**config.mk**
```make
export PLATFORM = sky130hd
export DESIGN_NAME = data_aware_worker_selector
export DESIGN_NICKNAME = d
export VERILOG_FILES = /design/src/rtl/core/dawsel_pkg.sv /design/src/rtl/core/data_aware_worker_selector.sv /design/src/rtl/core/dawsel_datapath.sv /design/src/rtl/core/dawsel_ctrl.sv
export SDC_FILE = /design/constraint.sdc
export NUM_CORES = 2
export LEC_CHECK = 0
export BUFFER_PORTS_ARGS = -buffer_cell sky130_fd_sc_hd__buf_2
export CAP_MARGIN = 20
export CORE_UTILIZATION = 60
export CTS_CLUSTER_SIZE = 12
export DETAILED_ROUTE_END_ITERATION = 10
export PLACE_DENSITY = 0.8
export SLEW_MARGIN = 20
export SYNTH_ARGS = -nofsm -noshare
export SYNTH_HDL_FRONTEND = slang
export SYNTH_SLANG_ARGS = --single-unit
```
**constraint.sdc**
```tcl
create_clock -name aclk -period 16.1 [get_ports aclk]
set_clock_uncertainty 0.1 [all_clocks]
set_input_delay 2.415 -clock aclk [delete_from_list [all_inputs] [get_ports aclk]]
set_output_delay 2.415 -clock aclk [all_outputs]
set_load 0.02 [all_outputs]
```
**src/rtl/core/dawsel_pkg.sv**
```systemverilog
// Package for the data-aware worker selector: payload structs, command and register codes,
// controller/datapath command and status structs. No dependencies.
package dawsel_pkg;

    localparam logic CMD_ESTIMATE = 1'b0;
    localparam logic CMD_TAKEN    = 1'b1;

    localparam logic [1:0] REG_ALPHA  = 2'd0;
    localparam logic [1:0] REG_BETA   = 2'd1;
    localparam logic [1:0] REG_ACTIVE = 2'd2;

    localparam logic [31:0] TMAX = 32'hFFFF_FFFF;

    typedef struct packed {
        logic        command;
        logic [2:0]  worker;
        logic        eligible;
        logic        known;
        logic [23:0] length;
        logic [23:0] penalty;
        logic        priority_req;
        logic        last;
        logic [31:0] now;
    } in_item_t;

    typedef struct packed {
        logic [2:0]  chosen_worker;
        logic [23:0] charged_length;
        logic [23:0] charged_penalty;
        logic        to_front;
        logic        was_forced;
        logic        none_eligible;
    } out_item_t;

    typedef enum logic [2:0] {
        OP_NONE,
        OP_LOAD,
        OP_TAKEN,
        OP_SCAN_END,
        OP_SCAN_FIT,
        OP_FIT_MUL,
        OP_CHARGE
    } dp_op_t;

    typedef struct packed {
        dp_op_t op;
        logic   clear_idx;
    } dp_cmd_t;

    typedef struct packed {
        logic is_taken;
        logic is_last;
        logic idx_done;
        logic forced;
    } dp_status_t;

endpackage

```
**src/rtl/core/data_aware_worker_selector.sv**
```systemverilog
// Data-aware worker selector, top level: APB registers, controller, datapath.
// Sequence: a job-taken or non-last estimate is loaded and dispatched; a last
// estimate then runs the end scan over the N active workers and, unless a
// worker is forced, a multiply and compare step per worker, then the charge.
// One item at a time: the next item is accepted once the result is taken.
// Reset (aresetn, synchronous): gains 1.0, eight active workers, times cleared.
module data_aware_worker_selector #(
    parameter int WORKERS = 8
) (
    input  logic                  aclk,
    input  logic                  aresetn,
    input  logic                  s_valid,
    output logic                  s_ready,
    input  dawsel_pkg::in_item_t  s_item,
    output logic                  m_valid,
    input  logic                  m_ready,
    output dawsel_pkg::out_item_t m_item,
    input  logic                  psel,
    input  logic                  penable,
    input  logic                  pwrite,
    input  logic [3:0]            paddr,
    input  logic [31:0]           pwdata,
    output logic [31:0]           prdata,
    output logic                  pready
);
    logic [15:0] alpha_reg, beta_reg;
    logic [3:0]  active_reg;
    dawsel_pkg::dp_cmd_t    cmd;
    dawsel_pkg::dp_status_t status;

    assign pready = 1'b1;

    always_ff @(posedge aclk) begin
        if (!aresetn) begin
            alpha_reg  <= 16'd256;
            beta_reg   <= 16'd256;
            active_reg <= 4'd8;
        end else if (psel && penable && pwrite) begin
            case (paddr[3:2])
                dawsel_pkg::REG_ALPHA:  alpha_reg  <= pwdata[15:0];
                dawsel_pkg::REG_BETA:   beta_reg   <= pwdata[15:0];
                dawsel_pkg::REG_ACTIVE: active_reg <= pwdata[3:0];
                default: ;
            endcase
        end
    end

    always_comb begin
        case (paddr[3:2])
            dawsel_pkg::REG_ALPHA:  prdata = {16'd0, alpha_reg};
            dawsel_pkg::REG_BETA:   prdata = {16'd0, beta_reg};
            dawsel_pkg::REG_ACTIVE: prdata = {28'd0, active_reg};
            default:                prdata = '0;
        endcase
    end

    dawsel_ctrl u_ctrl (
        .aclk, .aresetn, .s_valid, .s_ready, .m_valid, .m_ready, .status, .cmd
    );

    dawsel_datapath #(.WORKERS(WORKERS)) u_dp (
        .aclk, .aresetn, .item(s_item), .cmd,
        .alpha_gain(alpha_reg), .beta_gain(beta_reg), .active_workers(active_reg),
        .status, .result(m_item)
    );
endmodule

```
**src/rtl/core/dawsel_datapath.sv**
```systemverilog
// Datapath of the worker selector: per-worker state, estimate store,
// end-time and fitness scans over a shared index. Depends on dawsel_pkg.
module dawsel_datapath #(
    parameter int WORKERS = 8,
    parameter int IW = (WORKERS > 1) ? $clog2(WORKERS) : 1
) (
    input  logic                   aclk,
    input  logic                   aresetn,
    input  dawsel_pkg::in_item_t   item,
    input  dawsel_pkg::dp_cmd_t    cmd,
    input  logic [15:0]            alpha_gain,
    input  logic [15:0]            beta_gain,
    input  logic [3:0]             active_workers,
    output dawsel_pkg::dp_status_t status,
    output dawsel_pkg::out_item_t  result
);
    localparam int CW = $clog2(WORKERS + 1);

    logic [31:0] start_reg [WORKERS];
    logic [31:0] qlen_reg  [WORKERS];
    logic [31:0] end_reg   [WORKERS];
    logic [23:0] elen_reg  [WORKERS];
    logic [23:0] epen_reg  [WORKERS];
    logic        eelig_reg [WORKERS];
    logic        eknown_reg[WORKERS];
    logic [31:0] ends_reg  [WORKERS];

    dawsel_pkg::in_item_t item_reg;
    logic [CW-1:0] idx_reg;
    logic [CW-1:0] n_reg;
    logic [31:0]   best_end_reg;
    logic          have_end_reg;
    logic          have_best_reg;
    logic          forced_reg;
    logic [IW-1:0] best_reg;
    logic [63:0]   best_fit_reg;
    logic [47:0]   prod_a_reg;
    logic [39:0]   prod_b_reg;

    logic [IW-1:0] ix;
    logic          in_range;
    logic [IW-1:0] wi;
    logic [63:0]   fit;
    logic [31:0]   diff;

    function automatic logic [31:0] sat(input logic [32:0] s);
        return s[32] ? dawsel_pkg::TMAX : s[31:0];
    endfunction

    assign ix       = idx_reg[IW-1:0];
    assign wi       = IW'(item_reg.worker);
    assign in_range = 32'(item_reg.worker) < 32'(WORKERS);

    always_comb begin
        diff = ends_reg[ix] - best_end_reg;
        fit  = {16'd0, prod_a_reg} + {24'd0, prod_b_reg};
    end

    assign status.is_taken = item_reg.command == dawsel_pkg::CMD_TAKEN;
    assign status.is_last  = item_reg.last;
    assign status.idx_done = idx_reg >= n_reg;
    assign status.forced   = forced_reg;

    always_ff @(posedge aclk) begin
        if (!aresetn) begin
            for (int i = 0; i < WORKERS; i++) begin
                start_reg[i] <= '0;
                qlen_reg[i]  <= '0;
                end_reg[i]   <= '0;
            end
            idx_reg <= '0;
        end else begin
            if (cmd.clear_idx) begin
                idx_reg       <= '0;
                have_best_reg <= 1'b0;
            end
            case (cmd.op)
                dawsel_pkg::OP_LOAD: begin
                    item_reg      <= item;
                    n_reg         <= (32'(active_workers) > 32'(WORKERS)) ?
                                     CW'(WORKERS) : CW'(active_workers);
                    have_end_reg  <= 1'b0;
                    have_best_reg <= 1'b0;
                    forced_reg    <= 1'b0;
                    best_reg      <= '0;
                    best_end_reg  <= dawsel_pkg::TMAX;
                    idx_reg       <= '0;
                    if (item.command == dawsel_pkg::CMD_ESTIMATE &&
                        32'(item.worker) < 32'(WORKERS)) begin
                        elen_reg[IW'(item.worker)]   <= item.length;
                        epen_reg[IW'(item.worker)]   <= item.penalty;
                        eelig_reg[IW'(item.worker)]  <= item.eligible;
                        eknown_reg[IW'(item.worker)] <= item.known;
                    end
                end
                dawsel_pkg::OP_TAKEN: begin
                    if (in_range) begin
                        logic [31:0] nl;
                        logic [31:0] ns;
                        nl = (qlen_reg[wi] > 32'(item_reg.length)) ?
                             qlen_reg[wi] - 32'(item_reg.length) : '0;
                        ns = sat({1'b0, item_reg.now} + {9'd0, item_reg.length});
                        qlen_reg[wi]  <= nl;
                        start_reg[wi] <= ns;
                        end_reg[wi]   <= sat({1'b0, ns} + {1'b0, nl});
                    end
                end
                dawsel_pkg::OP_SCAN_END: begin
                    // clamp, then end-time minimum; clamped start feeds sum
                    logic [31:0] st;
                    logic [32:0] c1, c2;
                    logic [31:0] en;
                    logic        take;
                    st = (start_reg[ix] < item_reg.now) ? item_reg.now : start_reg[ix];
                    start_reg[ix] <= st;
                    if (end_reg[ix] < item_reg.now) end_reg[ix] <= item_reg.now;
                    c1 = {1'b0, st} + {1'b0, qlen_reg[ix]};
                    c2 = {1'b0, sat(c1)} + {9'd0, elen_reg[ix]};
                    en = sat(c2);
                    take = !forced_reg && eelig_reg[ix] && eknown_reg[ix];
                    ends_reg[ix] <= take ? en : '0;
                    if (!forced_reg && eelig_reg[ix]) begin
                        if (!eknown_reg[ix]) begin
                            forced_reg <= 1'b1;
                            best_reg   <= ix;
                        end else begin
                            if (!have_end_reg || en < best_end_reg) begin
                                best_end_reg <= en;
                                have_end_reg <= 1'b1;
                            end
                        end
                    end
                    idx_reg <= idx_reg + 1'b1;
                end
                dawsel_pkg::OP_FIT_MUL: begin
                    prod_a_reg <= 48'(alpha_gain) * 48'(diff);
                    prod_b_reg <= 40'(beta_gain) * 40'(epen_reg[ix]);
                end
                dawsel_pkg::OP_SCAN_FIT: begin
                    if (eelig_reg[ix] && (!have_best_reg || fit < best_fit_reg)) begin
                        best_fit_reg  <= fit;
                        best_reg      <= ix;
                        have_best_reg <= 1'b1;
                    end
                    idx_reg <= idx_reg + 1'b1;
                end
                dawsel_pkg::OP_CHARGE: begin
                    result.was_forced    <= forced_reg;
                    result.none_eligible <= !forced_reg && !have_best_reg;
                    if (forced_reg || have_best_reg) begin
                        result.chosen_worker <= 3'(best_reg);
                        result.to_front      <= item_reg.priority_req;
                    end else begin
                        result.chosen_worker <= '0;
                        result.to_front      <= 1'b0;
                    end
                    if (forced_reg || !have_best_reg) begin
                        result.charged_length  <= '0;
                        result.charged_penalty <= '0;
                    end else begin
                        result.charged_length  <= elen_reg[best_reg];
                        result.charged_penalty <= epen_reg[best_reg];
                        end_reg[best_reg]  <= sat({1'b0, end_reg[best_reg]} +
                                                  {9'd0, elen_reg[best_reg]});
                        qlen_reg[best_reg] <= sat({1'b0, qlen_reg[best_reg]} +
                                                  {9'd0, elen_reg[best_reg]});
                    end
                end
                default: ;
            endcase
        end
    end

    assert property (@(posedge aclk) disable iff (!aresetn)
        cmd.op == dawsel_pkg::OP_SCAN_END |-> idx_reg < n_reg)
        else $error("end scan past active workers");
    assert property (@(posedge aclk) disable iff (!aresetn)
        cmd.op == dawsel_pkg::OP_SCAN_FIT |-> !forced_reg)
        else $error("fitness scan on forced task");
    assert property (@(posedge aclk) disable iff (!aresetn)
        cmd.op == dawsel_pkg::OP_SCAN_FIT |-> $past(cmd.op) == dawsel_pkg::OP_FIT_MUL)
        else $error("fitness compare without product");
endmodule

```
**src/rtl/core/dawsel_ctrl.sv**
```systemverilog
// Controller of the worker selector: sequences load, scans and charge and
// runs the input and result handshakes. Depends on dawsel_pkg.
module dawsel_ctrl (
    input  logic                   aclk,
    input  logic                   aresetn,
    input  logic                   s_valid,
    output logic                   s_ready,
    output logic                   m_valid,
    input  logic                   m_ready,
    input  dawsel_pkg::dp_status_t status,
    output dawsel_pkg::dp_cmd_t    cmd
);
    typedef enum logic [2:0] {
        ST_IDLE, ST_DISPATCH, ST_END, ST_MUL, ST_FIT, ST_CHARGE, ST_OUT
    } state_t;

    state_t state_reg;
    logic   m_valid_reg;

    assign s_ready = state_reg == ST_IDLE && !m_valid_reg;
    assign m_valid = m_valid_reg;

    always_comb begin
        cmd = '{op: dawsel_pkg::OP_NONE, clear_idx: 1'b0};
        case (state_reg)
            ST_IDLE:     if (s_valid && s_ready) cmd.op = dawsel_pkg::OP_LOAD;
            ST_DISPATCH: if (status.is_taken) cmd.op = dawsel_pkg::OP_TAKEN;
            ST_END: begin
                if (!status.idx_done) cmd.op = dawsel_pkg::OP_SCAN_END;
                else cmd.clear_idx = 1'b1;
            end
            ST_MUL:      cmd.op = dawsel_pkg::OP_FIT_MUL;
            ST_FIT:      cmd.op = dawsel_pkg::OP_SCAN_FIT;
            ST_CHARGE:   cmd.op = dawsel_pkg::OP_CHARGE;
            default: ;
        endcase
    end

    always_ff @(posedge aclk) begin
        if (!aresetn) begin
            state_reg   <= ST_IDLE;
            m_valid_reg <= 1'b0;
        end else begin
            if (m_valid_reg && m_ready) m_valid_reg <= 1'b0;
            case (state_reg)
                ST_IDLE: if (s_valid && s_ready) state_reg <= ST_DISPATCH;
                ST_DISPATCH: begin
                    if (status.is_taken || !status.is_last) state_reg <= ST_IDLE;
                    else state_reg <= ST_END;
                end
                ST_END: begin
                    if (status.idx_done) begin
                        if (status.forced) state_reg <= ST_CHARGE;
                        else state_reg <= ST_MUL;
                    end
                end
                ST_MUL: begin
                    if (status.idx_done) state_reg <= ST_CHARGE;
                    else state_reg <= ST_FIT;
                end
                ST_FIT:    state_reg <= ST_MUL;
                ST_CHARGE: state_reg <= ST_OUT;
                ST_OUT: begin
                    m_valid_reg <= 1'b1;
                    state_reg   <= ST_IDLE;
                end
                default: state_reg <= ST_IDLE;
            endcase
        end
    end

    assert property (@(posedge aclk) disable iff (!aresetn)
        m_valid && !m_ready |=> m_valid)
        else $error("result dropped before taken");
    assert property (@(posedge aclk) disable iff (!aresetn)
        s_ready |-> !m_valid)
        else $error("new item accepted while result pending");
    assert property (@(posedge aclk) disable iff (!aresetn)
        state_reg == ST_OUT |=> m_valid)
        else $error("result not raised after charge");
endmodule

```
After elaboration in Yosys (flattened, before gate mapping) --
Memories as Yosys holds them, arrays and structs flattened. A register that Yosys moved wholly into a read port is not among the register bits. Index checks and enable logic that the tools add are counted.
Operators by class: reductions and logical operators 41, $mul 2, add/sub/neg operators 8, eq/ne operators 21, mux-type cells 86, order comparisons 6
Operator list (count):
- $mux 32 | 14
- $reduce_or 32->1 | 4
- $add 32x24->33 | 3
- $mux 3 | 27
- $lt 32x32->1 | 2
- $lt 64x64->1 | 1
- $pmux 32 s2 | 1
- $add 48x40->49 | 1
- $mul 16x32->48 | 1
- $pmux 16 s3 | 1
- $mul 16x24->40 | 1
- $pmux 3 s6 | 2
- $add 32x32->33 | 1
- $gt 32x24->1 | 1
- $mux 1 | 32
- $sub 32x24->32 | 1
- $sub 32x32->32 | 1
- $eq 3x3->1 const B | 6
- $reduce_and 2->1 | 7
- $eq 3x2->1 const B | 4
- $ne 2x1->1 const B | 5
- $reduce_and 5->1 | 2
- $logic_and 1x1->1 | 9
- $pmux 3 s3 | 1
- other kinds (20) | 36
Word-level totals: memories kept 7, output and inout bits 89, input bits 131, bits in writable memories 1168, register bits after elaboration 330
Memories:
- u_dp.ends_reg | words 8, width 32, read ports 1, clocked after Yosys merged registers in 1, wr ports 1, line dawsel_datapath.sv:26 | logic [31:0] ends_reg [WORKERS];
- u_dp.qlen_reg | words 8, width 32, read ports 3, clocked after Yosys merged registers in 3, wr ports 8, line dawsel_datapath.sv:20 | logic [31:0] qlen_reg [WORKERS];
- u_dp.start_reg | words 8, width 32, read ports 1, clocked after Yosys merged registers in 1, wr ports 8, line dawsel_datapath.sv:19 | logic [31:0] start_reg [WORKERS];
- u_dp.elen_reg | words 8, width 24, read ports 2, clocked after Yosys merged registers in 2, wr ports 1, line dawsel_datapath.sv:22 | logic [23:0] elen_reg [WORKERS];
- u_dp.epen_reg | words 8, width 24, read ports 2, clocked after Yosys merged registers in 2, wr ports 1, line dawsel_datapath.sv:23 | logic [23:0] epen_reg [WORKERS];
- u_dp.eelig_reg | words 8, width 1, read ports 1, clocked after Yosys merged registers in 1, wr ports 1, line dawsel_datapath.sv:24 | logic eelig_reg [WORKERS];
- 1 more memories

Longest topological paths before layout --
word-level depth 12, depth in mapped cells 53, gate-level depth less buffers 46

Modules after synthesis --
Synthesis repeated with hierarchy kept, for this count alone.
Unflattened totals: cell total of the unflattened synthesis 8958, area, all modules 108286.4 um^2
Modules (own cells, without submodules):
- dawsel_datapath | area an instance 106193.1 um^2, cells each 8724, sequential area each 44192.4 um^2, times used 1
- data_aware_worker_selector | area an instance 1803.0 um^2, cells each 202, sequential area each 720.7 um^2, times used 1
- dawsel_ctrl | area an instance 290.3 um^2, cells each 32, sequential area each 80.1 um^2, times used 1

Least setup slack after synthesis --
OpenSTA, ideal clock, no wires.
kind reg-to-reg, from reg with a tool-made name, to reg u_dp.best_end_reg[0] (enable), setup slack 4.038 ns, cell stages (with the launch flop) 50, required time 15.577 ns, data arrival time 11.539 ns, path buffers 7, clock period less this slack 12.062 ns, library setup time 0.423 ns, cells stage by stage dfxtp_1 -> buf_2 -> buf_2 -> buf_1 -> mux4_2 -> mux2_2 -> ha_1 -> nand4_1 -> nor2_1 -> o2111ai_1 -> o221ai_1 -> a211oi_1 -> o31ai_1 -> buf_2 -> mux2_4 -> ha_1 -> inv_1 -> fa_1 -> (+14 left out) -> a21oi_1 -> o21bai_1 -> and2_1 -> o2111ai_2 -> clkbuf_1 -> nand2_1 -> ha_1 -> a21oi_1 -> nor2b_1 -> o21ai_0 -> nand2b_1 -> a21oi_1 -> nor2b_1 -> o211ai_1 -> a211oi_1 -> o211ai_1 -> nand3_1 -> nor2_1
RTL lines:
- to (signal assigned) | line dawsel_datapath.sv:86 | best_end_reg <= dawsel_pkg::TMAX;
- to (signal assigned) | line dawsel_datapath.sv:128 | best_end_reg <= en;
- to (decl) | line dawsel_datapath.sv:31 | logic [31:0] best_end_reg;

==> run_results.csv <==
group,metric,value,unit
synth,syn_area,107000,µm²
cts,clock_latency,0.83,ns
place,placed_area,111000,µm²
status,status,"completed",
global_route,grt.total_usage,0.336,
global_route,grt_pass1_wl,455000,µm
synth,synth_ff_type,"edfxtp_1",
detailed_routing,wl,301000,µm
layout,stdcell_area,116000,µm²
job,drv_cap,0,
layout,final_core_util,0.654,
place,port_buffers,184,
critical_path,arrival,14.48,ns
critical_path,endpoint_kind,"flop",
power_and_ir_drop,seq_power_share,0.431,
critical_path,reg2reg_slack,2.00,ns
critical_path,cp.required,16.48,ns
critical_path,crit_top_cell,"buf_4",
global_route,grt_max_degree,95,
place,place_ws,2.42,ns
sta,slew-limit-headroom,0.205,
layout,final_cell_mix,"1463 x edfxtp_1, 979 x nand2_1, 905 x inv_1",
synth,synthSimpleGateAreaFrac,0.102,
sta,totalNegativeSetupSlack,0,ns
hold_path,hp-start,"alpha_reg[6]",
layout,syn2layout_area_growth,7.77,%
layout,drive_gt1_frac,0.159,
synth,synth-edff-count,1463,
critical_path,reg2reg_to,"u_dp.best_end_reg[29]",
die,die_height,425,µm
detailed_routing,avgRoutedWirePerCell,26.7,µm
synth,synth_cell_types,108,
critical_path,reg2reg_depth,46,
die,core_area,177000,µm²
power_and_ir_drop,clock_power_share,0.338,
sta,setup_viol,0,
critical_path,worstPathMaxFanout,35,
die,pin_count,220,
layout,n_fill_cell,12300,
cts,cts_resized,0,
sta,slew_violations,0,
layout,layout.cells.most_common,"edfxtp_1",
hold_path,hp-class,"flop to flop",
critical_path,cpPeakStageDelay,0.80,ns
power_and_ir_drop,p_sw,3.16,mW
synth,yosysSeqAreaShare,0.419,
sta,worst_slew_pin_slew,1.19,ns
synth,synthArstFlopShare,0,
cts,numCtsBuffers,158,
synth,synth_compound_gate_area_share,0.0667,
cts,root_buffer,"clkbuf_16",
global_route,grt_pass1_vias,77500,
sta,max_freq,0.0709,GHz
place,dp_hpwl,203000,µm
hold_path,holdPathStages,2,
power_and_ir_drop,power_density,90.3,nW/µm²
cts,clockBufferDepth,3,
critical_path,crit_path_top_delay_cell,"dfxtp_4",
cts,cts_tree,"yes",
synth,synth.largest_area_cell,"edfxtp_1",
synth,synthMuxAreaShare,0.142,
synth,syn_avg_cell_area,12.3,µm²
power_and_ir_drop,comb_power_share,0.231,
layout,final_cells,11300,
detailed_routing,ant_nets,0,
synth,synth_top_area_share,0.409,
power_and_ir_drop,swShare,0.302,
detailed_routing,vias,74200,
sta,finalCritPeriodShare,0.876,
critical_path,path_class,"flop to flop",
detailed_routing,drt_iter0_markers,8778,
synth,synth_adder_area_share,0.200,
cts,cts_num_sinks,1516,
detailed_routing,avgViaCountPerCell,6.58,
detailed_routing,drc,0,
cts,postCtsSetupRepairBufs,0,
sta,grt_setup_unrepaired,"false",
synth,synth_xor_area_frac,0.0210,
critical_path,worstSetupStartpointType,"flop",
layout,final_nets,10200,
synth,synth_area_leaders,"edfxtp_1 41%, fa_1 14%, mux4_2 11%",
global_route,grt-ovfl-total,0,
synth,synth_cells,8756,
cts,cts.hold.buffers_added,0,
place,dp.cells,11000,
die,row_count,154,
hold_path,min_to,"alpha_reg[6]",
synth,ys_ff_latch,1516,
synth,synth_top_family_by_area,"adder cells",
global_route,grt_antenna_before_repair,35,
cts,clkTransAtPathRegs,0.06,ns
power_and_ir_drop,peakVddDrop,0.122,mV
place,gp_congestion,0.972,
die,start_util,0.607,
sta,hold_ws,0.368,ns
die,die_area,181000,µm²
layout,ff_latch_area,45000,µm²
sta,fin_ws,2.00,ns
layout,multiInputGateArea,57300,µm²
sta,hold_viol_final,0,
detailed_routing,drt-pass1-iter-count,8,
synth,synth_warnings,0,
power_and_ir_drop,power,10.5,mW
sta,period_minus_slack,14.10,ns
die,die_x,425,µm
power_and_ir_drop,p_int,7.30,mW
power_and_ir_drop,power_leakage,44.4,nW
cts,htreeDepth,4,
[power groups by stage]
| stage | registers [mW] | logic (mW) | clock network (mW) |
|---|---|---|---|
| 2_1_floorplan | 4.55 | 1.68 | 0 |
| 3_3_place_gp | 4.57 | 2.28 | 0 |
| 3_5_place_dp | 4.58 | 2.34 | 0 |
| 4_1_cts | 4.50 | 2.37 | 3.54 |
| 5_1_grt | 4.51 | 2.59 | 3.67 |
| 6_report | 4.51 | 2.41 | 3.53 |
[kinds of logic after synthesis]
| group | count (synthesis) |
|---|---|
| AND/OR/NAND/NOR | 2432 |
| flip-flops | 1516 |
| buffers and inverters | 1364 |
| adder cells (fa/ha/maj) | 1277 |
| AO/OA/AOI/OAI | 1071 |
| multiplexers | 836 |
| XOR/XNOR | 258 |
| other | 2 |
[worst max-delay path, delay by kind of cell, from the launching register on]
kind | cells | cell delay, ns
AO/OA/AOI/OAI | 20 | 5.55
buffers and inverters | 6 | 2.14
adder cells (fa/ha/maj) | 5 | 1.41
AND/OR/NAND/NOR | 12 | 2.07
flip-flops | 1 | 0.80
multiplexers | 3 | 1.58
[synth_stat cells (29+ instances only)]
cell type,count
a31oi_1,29
nor2b_1,85
nand2_1,986
nand3_1,61
o21ai_0,188
fa_1,731
mux4_2,516
dfxtp_1,53
xnor2_1,180
nor3_1,67
a21oi_1,344
nand2b_1,69
buf_2,36
edfxtp_1,1463
a21o_1,152
buf_1,41
nand4_1,48
xor2_1,78
o21a_1,52
a21boi_0,38
mux2i_1,74
a211oi_1,43
ha_1,546
nor2_1,707
clkbuf_1,345
inv_1,906
and2_1,289
mux2_2,222
[worst max-delay path by stage]
| stage | end | depth (start not counted) |
|---|---|---|
| 3_3_place_gp | u_dp.best_end_reg[28] | 47 |
| 4_1_cts | u_dp.best_end_reg[31] | 46 |
| 3_5_place_dp | u_dp.best_end_reg[24] | 46 |
| 5_1_grt | u_dp.best_end_reg[31] | 46 |
| 2_1_floorplan | u_dp.best_end_reg[0] | 49 |
| 6_report | u_dp.best_end_reg[29] | 46 |
[layer usage]
layer  global-route usage  part of all wire  vias to the layer above
met3               0.0640              0.11                     1193
met2                0.541              0.47                     4933
li1                     -                 -                    31000
met5                    0           0.00033                        -
met4                0.222             0.076                       12
met1                0.415              0.35                    37100
[layout make-up]
class / count / share of cell area
Sequential cell: 1516 / 0.389
Tap cell: 2340 / 0.0253
Clock buffer: 197 / 0.0360
Clock inverter: 57 / 0.00585
Antenna cell: 24 / 0.000519
Timing Repair Buffer: 341 / 0.0184
Multi-Input combinational cell: 5891 / 0.495
Inverter: 907 / 0.0294
Power figures use the tool's default switching activity.
